$ cat config.mk
export PLATFORM = sky130hd
export DESIGN_NAME = load_cell_moving_average_flat
export DESIGN_NICKNAME = d
export VERILOG_FILES = /design/src/design/lcma_pkg.sv /design/src/design/lcma_cfg_if.sv /design/src/design/lcma_sample_if.sv /design/src/design/lcma_result_if.sv /design/src/design/lcma_ram.sv /design/src/design/lcma_divider.sv /design/src/design/load_cell_moving_average.sv /design/src/flat_wrapper.sv
export SDC_FILE = /design/constraint.sdc
export NUM_CORES = 2
export LEC_CHECK = 0
export ABC_AREA = 1
export BUFFER_PORTS_ARGS = -buffer_cell sky130_fd_sc_hd__buf_2
export CORE_MARGIN = 1.5
export CORE_UTILIZATION = 55
export DETAILED_ROUTE_END_ITERATION = 10
export MAX_ROUTING_LAYER = met4
export PLACE_DENSITY = 0.71
export SLEW_MARGIN = 20
export SYNTH_ARGS = -nofsm -noshare
export SYNTH_HDL_FRONTEND = slang
export SYNTH_SLANG_ARGS = --single-unit
$ cat constraint.sdc
create_clock -name clk -period 12.7 [get_ports clk]
set_input_delay 0.635 -clock clk [delete_from_list [all_inputs] [get_ports clk]]
set_output_delay 0.635 -clock clk [all_outputs]
set_load 0.01 [all_outputs]
$ cat src/design/lcma_pkg.sv
// ----------------------------------------------------------------------------
// lcma_pkg: shared types and constants of the load cell moving average
// Widths, register indexes, state types and divider request/response structs.
// ----------------------------------------------------------------------------
package lcma_pkg;

    localparam int WINDOW   = 35;
    localparam int SAMPLE_W = 24;
    localparam int DIFF_W   = SAMPLE_W + 1;
    localparam int GAIN_W   = 32;
    localparam int PROD_W   = DIFF_W + GAIN_W;
    localparam int FRAC_W   = 16;
    localparam int SHIFT_W  = PROD_W - FRAC_W;
    localparam int WEIGHT_W = 32;
    localparam int TOTAL_W  = 38;
    localparam int COUNT_W  = 32;
    localparam int DATA_W   = 32;
    localparam int INDEX_W  = 2;
    localparam int SLOT_W   = (WINDOW > 1) ? $clog2(WINDOW) : 1;
    localparam int CNT_W    = $clog2(WINDOW + 1);
    localparam int ITER_W   = $clog2(TOTAL_W);

    localparam logic signed [GAIN_W-1:0] GAIN_RESET = GAIN_W'(65536);

    typedef logic [INDEX_W-1:0] cfg_index_t;

    localparam cfg_index_t REG_TARE = cfg_index_t'(0);
    localparam cfg_index_t REG_GAIN = cfg_index_t'(1);

    typedef enum logic [2:0] {
        ST_IDLE,
        ST_SCALE,
        ST_UPDATE,
        ST_START,
        ST_DIVIDE,
        ST_WRITE
    } lcma_state_t;

    typedef enum logic [1:0] {
        DIV_IDLE,
        DIV_RUN,
        DIV_DONE
    } div_state_t;

    typedef struct packed {
        logic                       start;
        logic signed [TOTAL_W-1:0]  dividend;
        logic [CNT_W-1:0]           divisor;
    } div_req_t;

    typedef struct packed {
        logic                       done;
        logic [WEIGHT_W-1:0]        quotient;
    } div_resp_t;

endpackage

$ cat src/design/lcma_cfg_if.sv
// ----------------------------------------------------------------------------
// lcma_cfg_if: configuration write channel
// Valid/ready channel carrying a register index and write data.
// ----------------------------------------------------------------------------
interface lcma_cfg_if;
    logic                            valid;
    logic                            ready;
    logic [lcma_pkg::INDEX_W-1:0]    index;
    logic [lcma_pkg::DATA_W-1:0]     data;

    modport source (output valid, output index, output data, input ready);
    modport sink   (input valid, input index, input data, output ready);
endinterface

$ cat src/design/lcma_sample_if.sv
// ----------------------------------------------------------------------------
// lcma_sample_if: ADC sample channel
// Valid/ready channel carrying one signed ADC sample per request.
// ----------------------------------------------------------------------------
interface lcma_sample_if;
    logic                                  valid;
    logic                                  ready;
    logic signed [lcma_pkg::SAMPLE_W-1:0]  sample;

    modport source (output valid, output sample, input ready);
    modport sink   (input valid, input sample, output ready);
endinterface

$ cat src/design/lcma_result_if.sv
// ----------------------------------------------------------------------------
// lcma_result_if: weight result channel
// Valid/ready channel carrying raw weight, filtered weight and sample count.
// ----------------------------------------------------------------------------
interface lcma_result_if;
    logic                                  valid;
    logic                                  ready;
    logic signed [lcma_pkg::WEIGHT_W-1:0]  raw_weight;
    logic signed [lcma_pkg::WEIGHT_W-1:0]  filtered_weight;
    logic [lcma_pkg::COUNT_W-1:0]          samples_seen;

    modport source (output valid, output raw_weight, output filtered_weight,
                    output samples_seen, input ready);
    modport sink   (input valid, input raw_weight, input filtered_weight,
                    input samples_seen, output ready);
endinterface

$ cat src/design/lcma_ram.sv
// ----------------------------------------------------------------------------
// lcma_ram: generic single-port-write, single-port-read RAM
// One write and one registered read per cycle.
// ----------------------------------------------------------------------------
module lcma_ram #(
    parameter int WIDTH = 32,
    parameter int DEPTH = 32
) (
    input  logic                                      clk,
    input  logic                                      we,
    input  logic [((DEPTH > 1) ? $clog2(DEPTH) : 1)-1:0] waddr,
    input  logic [WIDTH-1:0]                          wdata,
    input  logic                                      re,
    input  logic [((DEPTH > 1) ? $clog2(DEPTH) : 1)-1:0] raddr,
    output logic [WIDTH-1:0]                          rdata
);

    logic [WIDTH-1:0] mem_reg [DEPTH];
    logic [WIDTH-1:0] rdata_reg;

    always_ff @(posedge clk)
    begin
        if (we)
        begin
            mem_reg[waddr] <= wdata;
        end
        if (re)
        begin
            rdata_reg <= mem_reg[raddr];
        end
    end

    assign rdata = rdata_reg;

endmodule

$ cat src/design/lcma_divider.sv
// ----------------------------------------------------------------------------
// lcma_divider: iterative signed divider for the window mean
// Restoring division, one quotient bit per cycle, truncating toward zero.
// ----------------------------------------------------------------------------
module lcma_divider (
    input  logic                 clk,
    input  logic                 rst_n,
    input  lcma_pkg::div_req_t   req,
    output lcma_pkg::div_resp_t  resp
);

    lcma_pkg::div_state_t               state_reg, state_next;
    logic                               neg_reg, neg_next;
    logic [lcma_pkg::TOTAL_W-1:0]       quo_reg, quo_next;
    logic [lcma_pkg::CNT_W-1:0]         rem_reg, rem_next;
    logic [lcma_pkg::CNT_W-1:0]         divisor_reg, divisor_next;
    logic [lcma_pkg::ITER_W-1:0]        iter_reg, iter_next;

    logic [lcma_pkg::TOTAL_W-1:0]       magnitude;
    logic [lcma_pkg::CNT_W:0]           rem_shift;
    logic [lcma_pkg::CNT_W:0]           rem_diff;

    assign magnitude = req.dividend[lcma_pkg::TOTAL_W-1]
                       ? lcma_pkg::TOTAL_W'(-req.dividend)
                       : lcma_pkg::TOTAL_W'(req.dividend);
    assign rem_shift = {rem_reg, quo_reg[lcma_pkg::TOTAL_W-1]};
    assign rem_diff  = rem_shift - {1'b0, divisor_reg};

    always_ff @(posedge clk or negedge rst_n)
    begin
        if (!rst_n)
        begin
            state_reg <= lcma_pkg::DIV_IDLE;
        end
        else
        begin
            state_reg <= state_next;
        end
    end

    always_ff @(posedge clk)
    begin
        neg_reg     <= neg_next;
        quo_reg     <= quo_next;
        rem_reg     <= rem_next;
        divisor_reg <= divisor_next;
        iter_reg    <= iter_next;
    end

    always_comb
    begin
        state_next   = state_reg;
        neg_next     = neg_reg;
        quo_next     = quo_reg;
        rem_next     = rem_reg;
        divisor_next = divisor_reg;
        iter_next    = iter_reg;
        case (state_reg)
            lcma_pkg::DIV_IDLE:
            begin
                if (req.start)
                begin
                    neg_next     = req.dividend[lcma_pkg::TOTAL_W-1];
                    quo_next     = magnitude;
                    rem_next     = '0;
                    divisor_next = req.divisor;
                    iter_next    = lcma_pkg::ITER_W'(lcma_pkg::TOTAL_W - 1);
                    state_next   = lcma_pkg::DIV_RUN;
                end
            end
            lcma_pkg::DIV_RUN:
            begin
                if (rem_shift >= {1'b0, divisor_reg})
                begin
                    rem_next = rem_diff[lcma_pkg::CNT_W-1:0];
                    quo_next = {quo_reg[lcma_pkg::TOTAL_W-2:0], 1'b1};
                end
                else
                begin
                    rem_next = rem_shift[lcma_pkg::CNT_W-1:0];
                    quo_next = {quo_reg[lcma_pkg::TOTAL_W-2:0], 1'b0};
                end
                if (iter_reg == '0)
                begin
                    state_next = lcma_pkg::DIV_DONE;
                end
                else
                begin
                    iter_next = iter_reg - 1'b1;
                end
            end
            lcma_pkg::DIV_DONE:
            begin
                state_next = lcma_pkg::DIV_IDLE;
            end
            default:
            begin
                state_next = lcma_pkg::DIV_IDLE;
            end
        endcase
    end

    assign resp.done     = (state_reg == lcma_pkg::DIV_DONE);
    assign resp.quotient = neg_reg ? -quo_reg[lcma_pkg::WEIGHT_W-1:0]
                                   : quo_reg[lcma_pkg::WEIGHT_W-1:0];

endmodule

$ cat src/design/load_cell_moving_average.sv
// ----------------------------------------------------------------------------
// load_cell_moving_average: tared, scaled and boxcar-averaged load cell weight
// One sample at a time: the next is accepted only after the 38-step iterative divider and the result write.
// Ready drops while a sample is in flight; a waiting result holds it in its last cycle.
// Reset: async active-low; tare 0, gain 1.0, window empty, counter zero.
// Ring entries not yet written read as zero until the window first fills.
// ----------------------------------------------------------------------------
module load_cell_moving_average (
    input  logic                  clk,
    input  logic                  rst_n,
    lcma_cfg_if.sink              cfg,
    lcma_sample_if.sink           samples,
    lcma_result_if.source         results
);

    lcma_pkg::lcma_state_t                  state_reg, state_next;

    logic signed [lcma_pkg::SAMPLE_W-1:0]   tare_reg;
    logic signed [lcma_pkg::GAIN_W-1:0]     gain_reg;

    logic signed [lcma_pkg::DIFF_W-1:0]     diff_reg;
    logic signed [lcma_pkg::PROD_W-1:0]     prod_reg;
    logic signed [lcma_pkg::TOTAL_W-1:0]    total_reg, total_next;
    logic [lcma_pkg::SLOT_W-1:0]            slot_reg, slot_next;
    logic                                   full_reg, full_next;
    logic [lcma_pkg::COUNT_W-1:0]           counter_reg, counter_next;
    logic signed [lcma_pkg::WEIGHT_W-1:0]   raw_reg, raw_next;
    logic [lcma_pkg::WEIGHT_W-1:0]          mean_reg;

    logic                                   out_valid_reg, out_valid_next;
    logic signed [lcma_pkg::WEIGHT_W-1:0]   out_raw_reg;
    logic signed [lcma_pkg::WEIGHT_W-1:0]   out_mean_reg;
    logic [lcma_pkg::COUNT_W-1:0]           out_count_reg;

    logic                                   accept;
    logic                                   load_out;
    logic signed [lcma_pkg::SHIFT_W-1:0]    shifted;
    logic signed [lcma_pkg::WEIGHT_W-1:0]   sat_weight;
    logic [lcma_pkg::WEIGHT_W-1:0]          ram_q;
    logic signed [lcma_pkg::WEIGHT_W-1:0]   old_weight;
    logic                                   ram_we;
    logic [lcma_pkg::CNT_W-1:0]             divisor;

    lcma_pkg::div_req_t                     div_req;
    lcma_pkg::div_resp_t                    div_resp;

    assign cfg.ready     = 1'b1;
    assign samples.ready = (state_reg == lcma_pkg::ST_IDLE);
    assign accept        = samples.valid && samples.ready;

    // configuration registers
    always_ff @(posedge clk or negedge rst_n)
    begin
        if (!rst_n)
        begin
            tare_reg <= '0;
            gain_reg <= lcma_pkg::GAIN_RESET;
        end
        else if (cfg.valid)
        begin
            case (cfg.index)
                lcma_pkg::REG_TARE: tare_reg <= cfg.data[lcma_pkg::SAMPLE_W-1:0];
                lcma_pkg::REG_GAIN: gain_reg <= cfg.data[lcma_pkg::GAIN_W-1:0];
                default:            ;
            endcase
        end
    end

    // floor shift and saturate
    assign shifted = prod_reg[lcma_pkg::PROD_W-1:lcma_pkg::FRAC_W];

    always_comb
    begin
        if (shifted[lcma_pkg::SHIFT_W-1:lcma_pkg::WEIGHT_W-1] == '0 ||
            shifted[lcma_pkg::SHIFT_W-1:lcma_pkg::WEIGHT_W-1] == '1)
        begin
            sat_weight = shifted[lcma_pkg::WEIGHT_W-1:0];
        end
        else if (shifted[lcma_pkg::SHIFT_W-1])
        begin
            sat_weight = {1'b1, {(lcma_pkg::WEIGHT_W-1){1'b0}}};
        end
        else
        begin
            sat_weight = {1'b0, {(lcma_pkg::WEIGHT_W-1){1'b1}}};
        end
    end

    lcma_ram #(
        .WIDTH (lcma_pkg::WEIGHT_W),
        .DEPTH (lcma_pkg::WINDOW)
    ) u_ring (
        .clk   (clk),
        .we    (ram_we),
        .waddr (slot_reg),
        .wdata (sat_weight),
        .re    (accept),
        .raddr (slot_reg),
        .rdata (ram_q)
    );

    assign old_weight = full_reg ? ram_q : '0;

    assign divisor = full_reg ? lcma_pkg::CNT_W'(lcma_pkg::WINDOW)
                   : ((slot_reg == '0) ? lcma_pkg::CNT_W'(1)
                                       : lcma_pkg::CNT_W'(slot_reg));

    assign div_req.start    = (state_reg == lcma_pkg::ST_START);
    assign div_req.dividend = total_reg;
    assign div_req.divisor  = divisor;

    lcma_divider u_divider (
        .clk   (clk),
        .rst_n (rst_n),
        .req   (div_req),
        .resp  (div_resp)
    );

    always_ff @(posedge clk or negedge rst_n)
    begin
        if (!rst_n)
        begin
            state_reg     <= lcma_pkg::ST_IDLE;
            total_reg     <= '0;
            slot_reg      <= '0;
            full_reg      <= 1'b0;
            counter_reg   <= '0;
            out_valid_reg <= 1'b0;
        end
        else
        begin
            state_reg     <= state_next;
            total_reg     <= total_next;
            slot_reg      <= slot_next;
            full_reg      <= full_next;
            counter_reg   <= counter_next;
            out_valid_reg <= out_valid_next;
        end
    end

    always_ff @(posedge clk)
    begin
        if (accept)
        begin
            diff_reg <= lcma_pkg::DIFF_W'(samples.sample) - lcma_pkg::DIFF_W'(tare_reg);
        end
        if (state_reg == lcma_pkg::ST_SCALE)
        begin
            prod_reg <= diff_reg * gain_reg;
        end
        raw_reg <= raw_next;
        if (div_resp.done)
        begin
            mean_reg <= div_resp.quotient;
        end
        if (load_out)
        begin
            out_raw_reg   <= raw_reg;
            out_mean_reg  <= mean_reg;
            out_count_reg <= counter_reg;
        end
    end

    always_comb
    begin
        state_next     = state_reg;
        total_next     = total_reg;
        slot_next      = slot_reg;
        full_next      = full_reg;
        counter_next   = counter_reg;
        raw_next       = raw_reg;
        ram_we         = 1'b0;
        load_out       = 1'b0;
        out_valid_next = out_valid_reg;
        if (results.valid && results.ready)
        begin
            out_valid_next = 1'b0;
        end
        case (state_reg)
            lcma_pkg::ST_IDLE:
            begin
                if (accept)
                begin
                    state_next = lcma_pkg::ST_SCALE;
                end
            end
            lcma_pkg::ST_SCALE:
            begin
                total_next = total_reg - lcma_pkg::TOTAL_W'(old_weight);
                state_next = lcma_pkg::ST_UPDATE;
            end
            lcma_pkg::ST_UPDATE:
            begin
                ram_we       = 1'b1;
                raw_next     = sat_weight;
                total_next   = total_reg + lcma_pkg::TOTAL_W'(sat_weight);
                counter_next = counter_reg + 1'b1;
                if (slot_reg >= lcma_pkg::SLOT_W'(lcma_pkg::WINDOW - 1))
                begin
                    slot_next = '0;
                    full_next = 1'b1;
                end
                else
                begin
                    slot_next = slot_reg + 1'b1;
                end
                state_next = lcma_pkg::ST_START;
            end
            lcma_pkg::ST_START:
            begin
                state_next = lcma_pkg::ST_DIVIDE;
            end
            lcma_pkg::ST_DIVIDE:
            begin
                if (div_resp.done)
                begin
                    state_next = lcma_pkg::ST_WRITE;
                end
            end
            lcma_pkg::ST_WRITE:
            begin
                if (!out_valid_reg || results.ready)
                begin
                    load_out       = 1'b1;
                    out_valid_next = 1'b1;
                    state_next     = lcma_pkg::ST_IDLE;
                end
            end
            default:
            begin
                state_next = lcma_pkg::ST_IDLE;
            end
        endcase
    end

    assign results.valid           = out_valid_reg;
    assign results.raw_weight      = out_raw_reg;
    assign results.filtered_weight = out_mean_reg;
    assign results.samples_seen    = out_count_reg;

endmodule
$ cat src/flat_wrapper.sv
// flat-port wrapper written by rule: the top's interface ports become plain ports
module load_cell_moving_average_flat 
  (clk, rst_n, cfg_valid, cfg_index, cfg_data, cfg_ready, samples_valid, samples_sample, samples_ready, results_valid, results_raw_weight, results_filtered_weight, results_samples_seen, results_ready);
  lcma_cfg_if cfg_i ();
  lcma_sample_if samples_i ();
  lcma_result_if results_i ();
  input  logic clk;
  input  logic rst_n;
  input wire logic [$bits(cfg_i.valid)-1:0] cfg_valid;
  input wire logic [$bits(cfg_i.index)-1:0] cfg_index;
  input wire logic [$bits(cfg_i.data)-1:0] cfg_data;
  output wire logic [$bits(cfg_i.ready)-1:0] cfg_ready;
  input wire logic [$bits(samples_i.valid)-1:0] samples_valid;
  input wire logic [$bits(samples_i.sample)-1:0] samples_sample;
  output wire logic [$bits(samples_i.ready)-1:0] samples_ready;
  output wire logic [$bits(results_i.valid)-1:0] results_valid;
  output wire logic [$bits(results_i.raw_weight)-1:0] results_raw_weight;
  output wire logic [$bits(results_i.filtered_weight)-1:0] results_filtered_weight;
  output wire logic [$bits(results_i.samples_seen)-1:0] results_samples_seen;
  input wire logic [$bits(results_i.ready)-1:0] results_ready;
  assign cfg_i.valid = cfg_valid;
  assign cfg_i.index = cfg_index;
  assign cfg_i.data = cfg_data;
  assign cfg_ready = cfg_i.ready;
  assign samples_i.valid = samples_valid;
  assign samples_i.sample = samples_sample;
  assign samples_ready = samples_i.ready;
  assign results_valid = results_i.valid;
  assign results_raw_weight = results_i.raw_weight;
  assign results_filtered_weight = results_i.filtered_weight;
  assign results_samples_seen = results_i.samples_seen;
  assign results_i.ready = results_ready;
  load_cell_moving_average u_core (.clk(clk), .rst_n(rst_n), .cfg(cfg_i), .samples(samples_i), .results(results_i));
endmodule
======== Yosys cells after proc, flatten, opt, wreduce, memory -nomap -nowiden ========
Memory sizes are Yosys's and may differ from the RTL's. A register that Yosys moved wholly into a read port is not among the register bits.
Cells that the tools add are included.
storage, ports and cells
  memories kept ........................... 1
  output and inout bits ................... 99
  logic and storage cells ................. 104
  register bits ........................... 438
  bits in writable memories ............... 1,120
memories
  memory                 words  bits a word  rd ports  clocked after memory_dff  wr ports  line            RTL
  u_core.u_ring.mem_reg  35     32           1         1                         1         lcma_ram.sv:18  logic [WIDTH-1:0] mem_reg [DEPTH];
cells by class
  reductions and logical operators ........ 22
  eq/ne operators ......................... 15
  muxes and demuxes ....................... 32
  multiply operators ...................... 1
  $add $sub $neg .......................... 9
  $lt $le $gt $ge ......................... 2
operator list
  kind                                           count
  case mux 38 bit (2 select lines)               2
  2-to-1 mux 32 bit                              4
  2-to-1 mux 38 bit                              2
  multiplier 25 x 32 -> 57 bit                   1
  adder 38 x 32 -> 38 bit                        1
  negator 38 bit                                 1
  subtractor 38 x 32 -> 38 bit                   1
  2-to-1 mux 6 bit                               6
  adder 32 x 1 -> 32 bit, second input constant  1
  negator 32 bit                                 1
  subtractor 24 x 24 -> 25 bit                   1
  case mux 6 bit (2 select lines)                2
  case mux 3 bit (6 select lines)                1
  zero test 6 bit                                2
  AND reduction 2 bit                            6
  == test 10 bit, second input constant          1
  zero test 10 bit                               1
  2-to-1 mux 1 bit                               9
  2-to-1 mux 3 bit                               3
  >= comparator 7 x 6 -> 1 bit                   1
  adder 6 x 1 -> 6 bit, second input constant    1
  == test 3 x 2 -> 1 bit, second input constant  2
  == test 3 bit, second input constant           2
  >= comparator 6 bit, second input constant     1
  other kinds (17)                               28

======== Longest topological paths before layout ========
  word-level depth ........................ 5
  gate-level depth with buffers ........... 30

======== Hierarchy ========
Synthesis repeated with hierarchy kept, for this count alone.
second synthesis, totals
  cell total of the unflattened synthesis .. 10,235
  area, all modules ....................... 98,702.2 µm²
by module, submodules not included
  module                    cells an instance  area an instance (µm²)  times used
  load_cell_moving_average  5,765              47,715.8                1
  lcma_ram                  3,758              45,990.4                1
  lcma_divider              712                4,996.0                 1

======== Least setup slack after synthesis ========
OpenSTA, ideal clock, no wires.
  path kind ............................... reg-to-reg
  from .................................... register u_core.gain_reg[31] in the netlist's numbering
  to ...................................... register u_core.prod_reg[55] in the netlist's numbering (data pin)
  period minus slack after synthesis ...... 6,474 ps
  stages on the path, launching flop included .. 22
  library setup time ...................... 252 ps
  data arrival time ....................... 6,222 ps
  setup slack ............................. 6,226 ps
  path buffers ............................ 2
  cell sequence ........................... dfrtp_1 > clkbuf_1 > clkbuf_1 > nand2_1 > fa_1 > fa_1 > fa_1 > inv_1 > fa_1 > fa_1 > fa_1 > fa_1 > ha_1 > a21oi_1 > a21boi_0 > o21ai_0 > nand3_1 > nand2_1 > a21oi_1 > nand2_1 > nand2_1 > nand2_1
on the way
  longest elaborated chain between the ends .. 1
RTL lines
  element                       line                             RTL
  start, declared               load_cell_moving_average.sv:19   logic signed [lcma_pkg::GAIN_W-1:0] gain_reg;
  start signal, assigned        load_cell_moving_average.sv:57   gain_reg <= lcma_pkg::GAIN_RESET;
  start signal, assigned        load_cell_moving_average.sv:63   lcma_pkg::REG_GAIN: gain_reg <= cfg.data[lcma_pkg::GAIN_W-1:0];
  multiplier 25 x 32 -> 57 bit  load_cell_moving_average.sv:149  prod_reg <= diff_reg * gain_reg;
  end signal, assigned          load_cell_moving_average.sv:149
  end, declared                 load_cell_moving_average.sv:22   logic signed [lcma_pkg::PROD_W-1:0] prod_reg;
Every way passes these cells.
A chain may end at the register's enable or synchronous reset.

======== Worst setup path in the final report ========
  from .................................... register u_core.gain_reg[31] in the netlist's numbering
  to ...................................... register u_core.prod_reg[37] in the netlist's numbering (data pin)
The elaborated chain is that of the path after synthesis.

==> implementation parameters <==
Parameter                              Value

Outcome
  Outcome    finished clean

Clock network
  Root Buffer    sky130_fd_sc_hd__clkbuf_16
  Number of clock sinks    1,574
  Max clock buf depth    3
  Num CTS Buffers    160
  CTS H-tree lvls    4
  Clock insertion delay at the later pin of the skew report    0.82 ns
  Clock-pin slew of the registers on the worst-case setup and hold paths    0.07 ns
  TritonCTS clock tree    done

Critical path
  Highest fanout seen on the critical path    26
  Capturing point of the worst reg2reg path    u_core.prod_reg[37]
  CP Data Arrival Time    8.23 ns
  R2r worst-path depth    23
  Required time of the critical path    13.24 ns
  Category of the worst setup path launch point    flip-flop
  R2r startpoint    u_core.gain_reg[31]
  WS Path Type    flip-flop to flip-flop
  Register-to-register path setup slack    5.01 ns
  Element type at the critical path end    flip-flop

Timing
  Final setup margin    5.006 ns
  WHS    0.06464 ns
  Total negative slack    0 ns
  Setup-failing EPs final    0
  RSZ-0062 raised after global routing    false
  Upper clock frequency limit    130.0 MHz
  Pins Over Slew Limit    0
  Worst-case headroom to the max-slew limit    0.2907
  Hold violation total from the final report    0
  Period minus WS final    7.694 ns
  Worst clock skew on the final layout    0.05897 ns
  Share of the clock period used by the worst path    0.6058
  Transition time of the tightest slew-check pin    1.064 ns

Synth
  Share of flip-flops with an asynchronous set or reset    0.08831
  Post-synth top area share    0.4544
  Distinct cell type count of the synthesized netlist    60
  Arithmetic-cell share of the synthesized area counting full adders, half adders and majority gates    0.2034
  Xor and xnor area share after synthesis    0.01598
  Number of enable-type register cells in the synthesized netlist    1,435
  Portion of netlist area occupied by mux cells    0.0009499
  Most area-consuming cells after synthesis    sky130_fd_sc_hd__edfxtp_1 45%, sky130_fd_sc_hd__fa_1 17%, sky130_fd_sc_hd__nand2_1 9.3%, sky130_fd_sc_hd__inv_1 6.6%, sky130_fd_sc_hd__dfrtp_1 3.6%
  Synthesized-area fraction occupied by ao, oa, aoi and oai cells    0.05955
  Sequential area share after synthesis    0.4910
  Number of synthesis warnings    0
  Syn nets    10.25k
  Largest family of logic cells by synthesized area    adder cells
  Average footprint of a synthesized cell    10.38 um2
  Simple logic cell fraction of the synthesized area    0.1454
  Library cell with the largest summed area after synthesis    sky130_fd_sc_hd__edfxtp_1
  Post-Synthesis Cell Area    0.09484 mm2
  Cells after synthesis    9,134
  Primary FF master, synth    sky130_fd_sc_hd__edfxtp_1
  Flop and latch count out of synthesis    1,574

Layout
  Layout overhead on the synthesized area    9.608%
  Flip-flop count of the largest register, all copies and words added    1,120
  Share of final-layout standard cells stronger than drive strength 1    0.07567
  Final layout net count    10.36k
  Number of fillers in the final layout    13.73k
  Post-layout util    0.6067

GRT
  Grt ovf    0
  Largest net degree at the start of global routing    94
  GRT Resource Usage Total    0.3191
  Global-route wire length before repair    406,000 um
  Number of antenna violations at the first check in global routing    7
  Vias in the first global route    67.14k

Hold path
  Hold crit path type    primary input to flip-flop
  Endpoint with the worst hold slack    u_core.gain_reg[27]
  Worst Hold Launch    cfg_data[27]
  Hold Path Stages    2

Detailed routing
  Drt initial violations    6,649
  Antenna violation net count after detailed routing    0
  DR vias    66.31k
  Post-detailed-routing wire length    267,400 um
  Vias per cell    5.667
  Average wire per standard cell    22.85 um
  DRC violation count after routing    0
  First drt pass iteration count    6

Placed design
  Routability cong.    1.019
  Quantity of I/O buffers inserted on ports    160
  Worst slack, placed    5.067 ns
  Post-DP HPWL    181,500 um

Floorplan
  Initial Util    0.5535
  Total number of placement rows    152
  Area of the die    0.1749 mm2
  Floorplan die width    418.3 um
  Area inside the core boundary    0.1714 mm2
  Chip height    418.3 um
  Number of top-level design ports    162

Run
  Number of max-cap violations    0
-- kinds of logic (layout without fill, tap and decap cells) --
group | Yosys count | in the layout
multiplexers | 8 | 8
buffers and inverters | 2047 | 2296
adder cells (fa/ha/maj) | 1049 | 1049
other | 1 | 9
flip-flops | 1574 | 1574
AND/OR/NAND/NOR | 3370 | 3370
XOR/XNOR | 173 | 173
AO/OA/AOI/OAI | 912 | 912
-- through the flow --
stage | cell area (um2) | cells
4_1_cts | 103800 | 11690
5_1_grt | 103900 | 11695
2_1_floorplan | 94840 | 9134
6_report | 104000 | 11701
3_5_place_dp | 98670 | 11394
3_3_place_gp | 98650 | 11393
-- worst max-delay path, stage by stage (launching register included) --
cell,delay [ns]
sky130_fd_sc_hd__dfrtp_1,0.91
sky130_fd_sc_hd__nand2_1,0.22
sky130_fd_sc_hd__fa_1,0.68
sky130_fd_sc_hd__inv_1,0.14
sky130_fd_sc_hd__fa_1,0.52
sky130_fd_sc_hd__inv_1,0.06
sky130_fd_sc_hd__fa_1,0.54
sky130_fd_sc_hd__inv_1,0.06
sky130_fd_sc_hd__fa_1,0.41
sky130_fd_sc_hd__fa_1,0.49
sky130_fd_sc_hd__inv_1,0.05
sky130_fd_sc_hd__fa_1,0.54
sky130_fd_sc_hd__fa_1,0.54
sky130_fd_sc_hd__inv_1,0.05
sky130_fd_sc_hd__ha_1,0.43
sky130_fd_sc_hd__nand2_1,0.15
sky130_fd_sc_hd__nor2_1,0.19
sky130_fd_sc_hd__inv_1,0.09
sky130_fd_sc_hd__nor2_1,0.14
sky130_fd_sc_hd__inv_1,0.13
sky130_fd_sc_hd__nor2_1,0.31
sky130_fd_sc_hd__nand3_1,0.12
sky130_fd_sc_hd__nand3_1,0.21
sky130_fd_sc_hd__xor2_1,0.43
-- how the worst max path moves through the flow --
stage                        start             endpoint  slack [ns]
4_1_cts        u_core.gain_reg[31]  u_core.prod_reg[37]        4.98
2_1_floorplan  u_core.gain_reg[31]  u_core.prod_reg[55]        6.23
6_report       u_core.gain_reg[31]  u_core.prod_reg[37]        5.01
5_1_grt        u_core.gain_reg[31]  u_core.prod_reg[51]        4.70
3_3_place_gp   u_core.gain_reg[31]  u_core.prod_reg[37]        5.05
3_5_place_dp   u_core.gain_reg[31]  u_core.prod_reg[37]        5.07
-- placed cells by master, fill, tap and decap left out, types with 9 or more instances in the layout --
cell	instances
sky130_fd_sc_hd__o31ai_1	11
sky130_fd_sc_hd__clkinv_1	34
sky130_fd_sc_hd__xor2_1	124
sky130_fd_sc_hd__buf_4	154
sky130_fd_sc_hd__clkbuf_1	29
sky130_fd_sc_hd__xnor2_1	49
sky130_fd_sc_hd__a21oi_1	208
sky130_fd_sc_hd__dfrtp_1	134
sky130_fd_sc_hd__nor4_1	12
sky130_fd_sc_hd__nor2_1	393
sky130_fd_sc_hd__clkinv_2	33
sky130_fd_sc_hd__nand4_1	150
sky130_fd_sc_hd__buf_2	159
sky130_fd_sc_hd__a2bb2oi_1	12
sky130_fd_sc_hd__nand2_2	12
sky130_fd_sc_hd__nor2_4	48
sky130_fd_sc_hd__edfxtp_1	1435
sky130_fd_sc_hd__o21ai_0	312
sky130_fd_sc_hd__nor3_1	60
sky130_fd_sc_hd__a22o_1	55
sky130_fd_sc_hd__or2_2	18
sky130_fd_sc_hd__a21o_1	11
sky130_fd_sc_hd__nand3b_1	21
sky130_fd_sc_hd__o21bai_1	19
sky130_fd_sc_hd__a21boi_0	11
sky130_fd_sc_hd__clkbuf_16	162
sky130_fd_sc_hd__a31oi_1	11
sky130_fd_sc_hd__fa_1	821
sky130_fd_sc_hd__o2111ai_1	16
sky130_fd_sc_hd__ha_1	228
sky130_fd_sc_hd__a221oi_1	39
sky130_fd_sc_hd__nand3_1	272
sky130_fd_sc_hd__o21ai_2	24
sky130_fd_sc_hd__a22oi_1	115
sky130_fd_sc_hd__inv_1	1666
sky130_fd_sc_hd__o211ai_1	25
sky130_fd_sc_hd__nand2_1	2357
sky130_fd_sc_hd__o2111a_1	9
-- layer usage --
| layer | GRT usage | routed length [um] |
|---|---|---|
| met5 | - | 0 |
| met2 | 0.5005 | 126500 |
| met3 | 0.04914 | 23230 |
| met4 | 0.1121 | 9843 |
| met1 | 0.4263 | 107900 |
-- cells in the mapped netlist, drive strengths merged (3+ instances only) --
cell type and instances:
nor4 13, o21ai 351, a21oi 208, o21bai 19, a31oi 12, nand4 150, nand3b 21, nor3 65
nor2 448, o21a 5, dfrtp 138, nand2 2370, xnor2 49, a22oi 115, a21boi 14, o31ai 11
clkbuf 250, a32o 4, a22o 55, a221oi 41, nand3 276, o211ai 25, xor2 124, a2bb2oi 12
and3 5, clkinv 3, o2111ai 16, o2111a 9, mux2 8, buf 117, edfxtp 1435, or2 19
fa 821, inv 1677, a21o 11, ha 228
-- what timing repair did --
| item | 4_1_cts | 5_1_grt |
|---|---|---|
| hold buffers | 1 | 0 |
| resized for setup | 0 | 0 |
| endpoints found under the hold margin | 30 | 0 |
| endpoints found under the setup margin | 0 | 0 |
| setup buffers | 0 | 0 |
-- layout make-up --
cell class	count	area, um2	share of cell area
flip-flops and latches	1574	46580	0.4481
diodes	8	20.02	0.0001926
inverters	1680	6317	0.06077
multi-input cells	5513	40860	0.3931
repair buffers	321	2123	0.02043
clock inverters	101	957.2	0.009208
well taps	2310	2890	0.02780
clock buffers	194	4204	0.04044
Power is left out: the tool's default activity adds up to more than one toggle a clock period on the data nets, which glitch-free logic cannot reach.
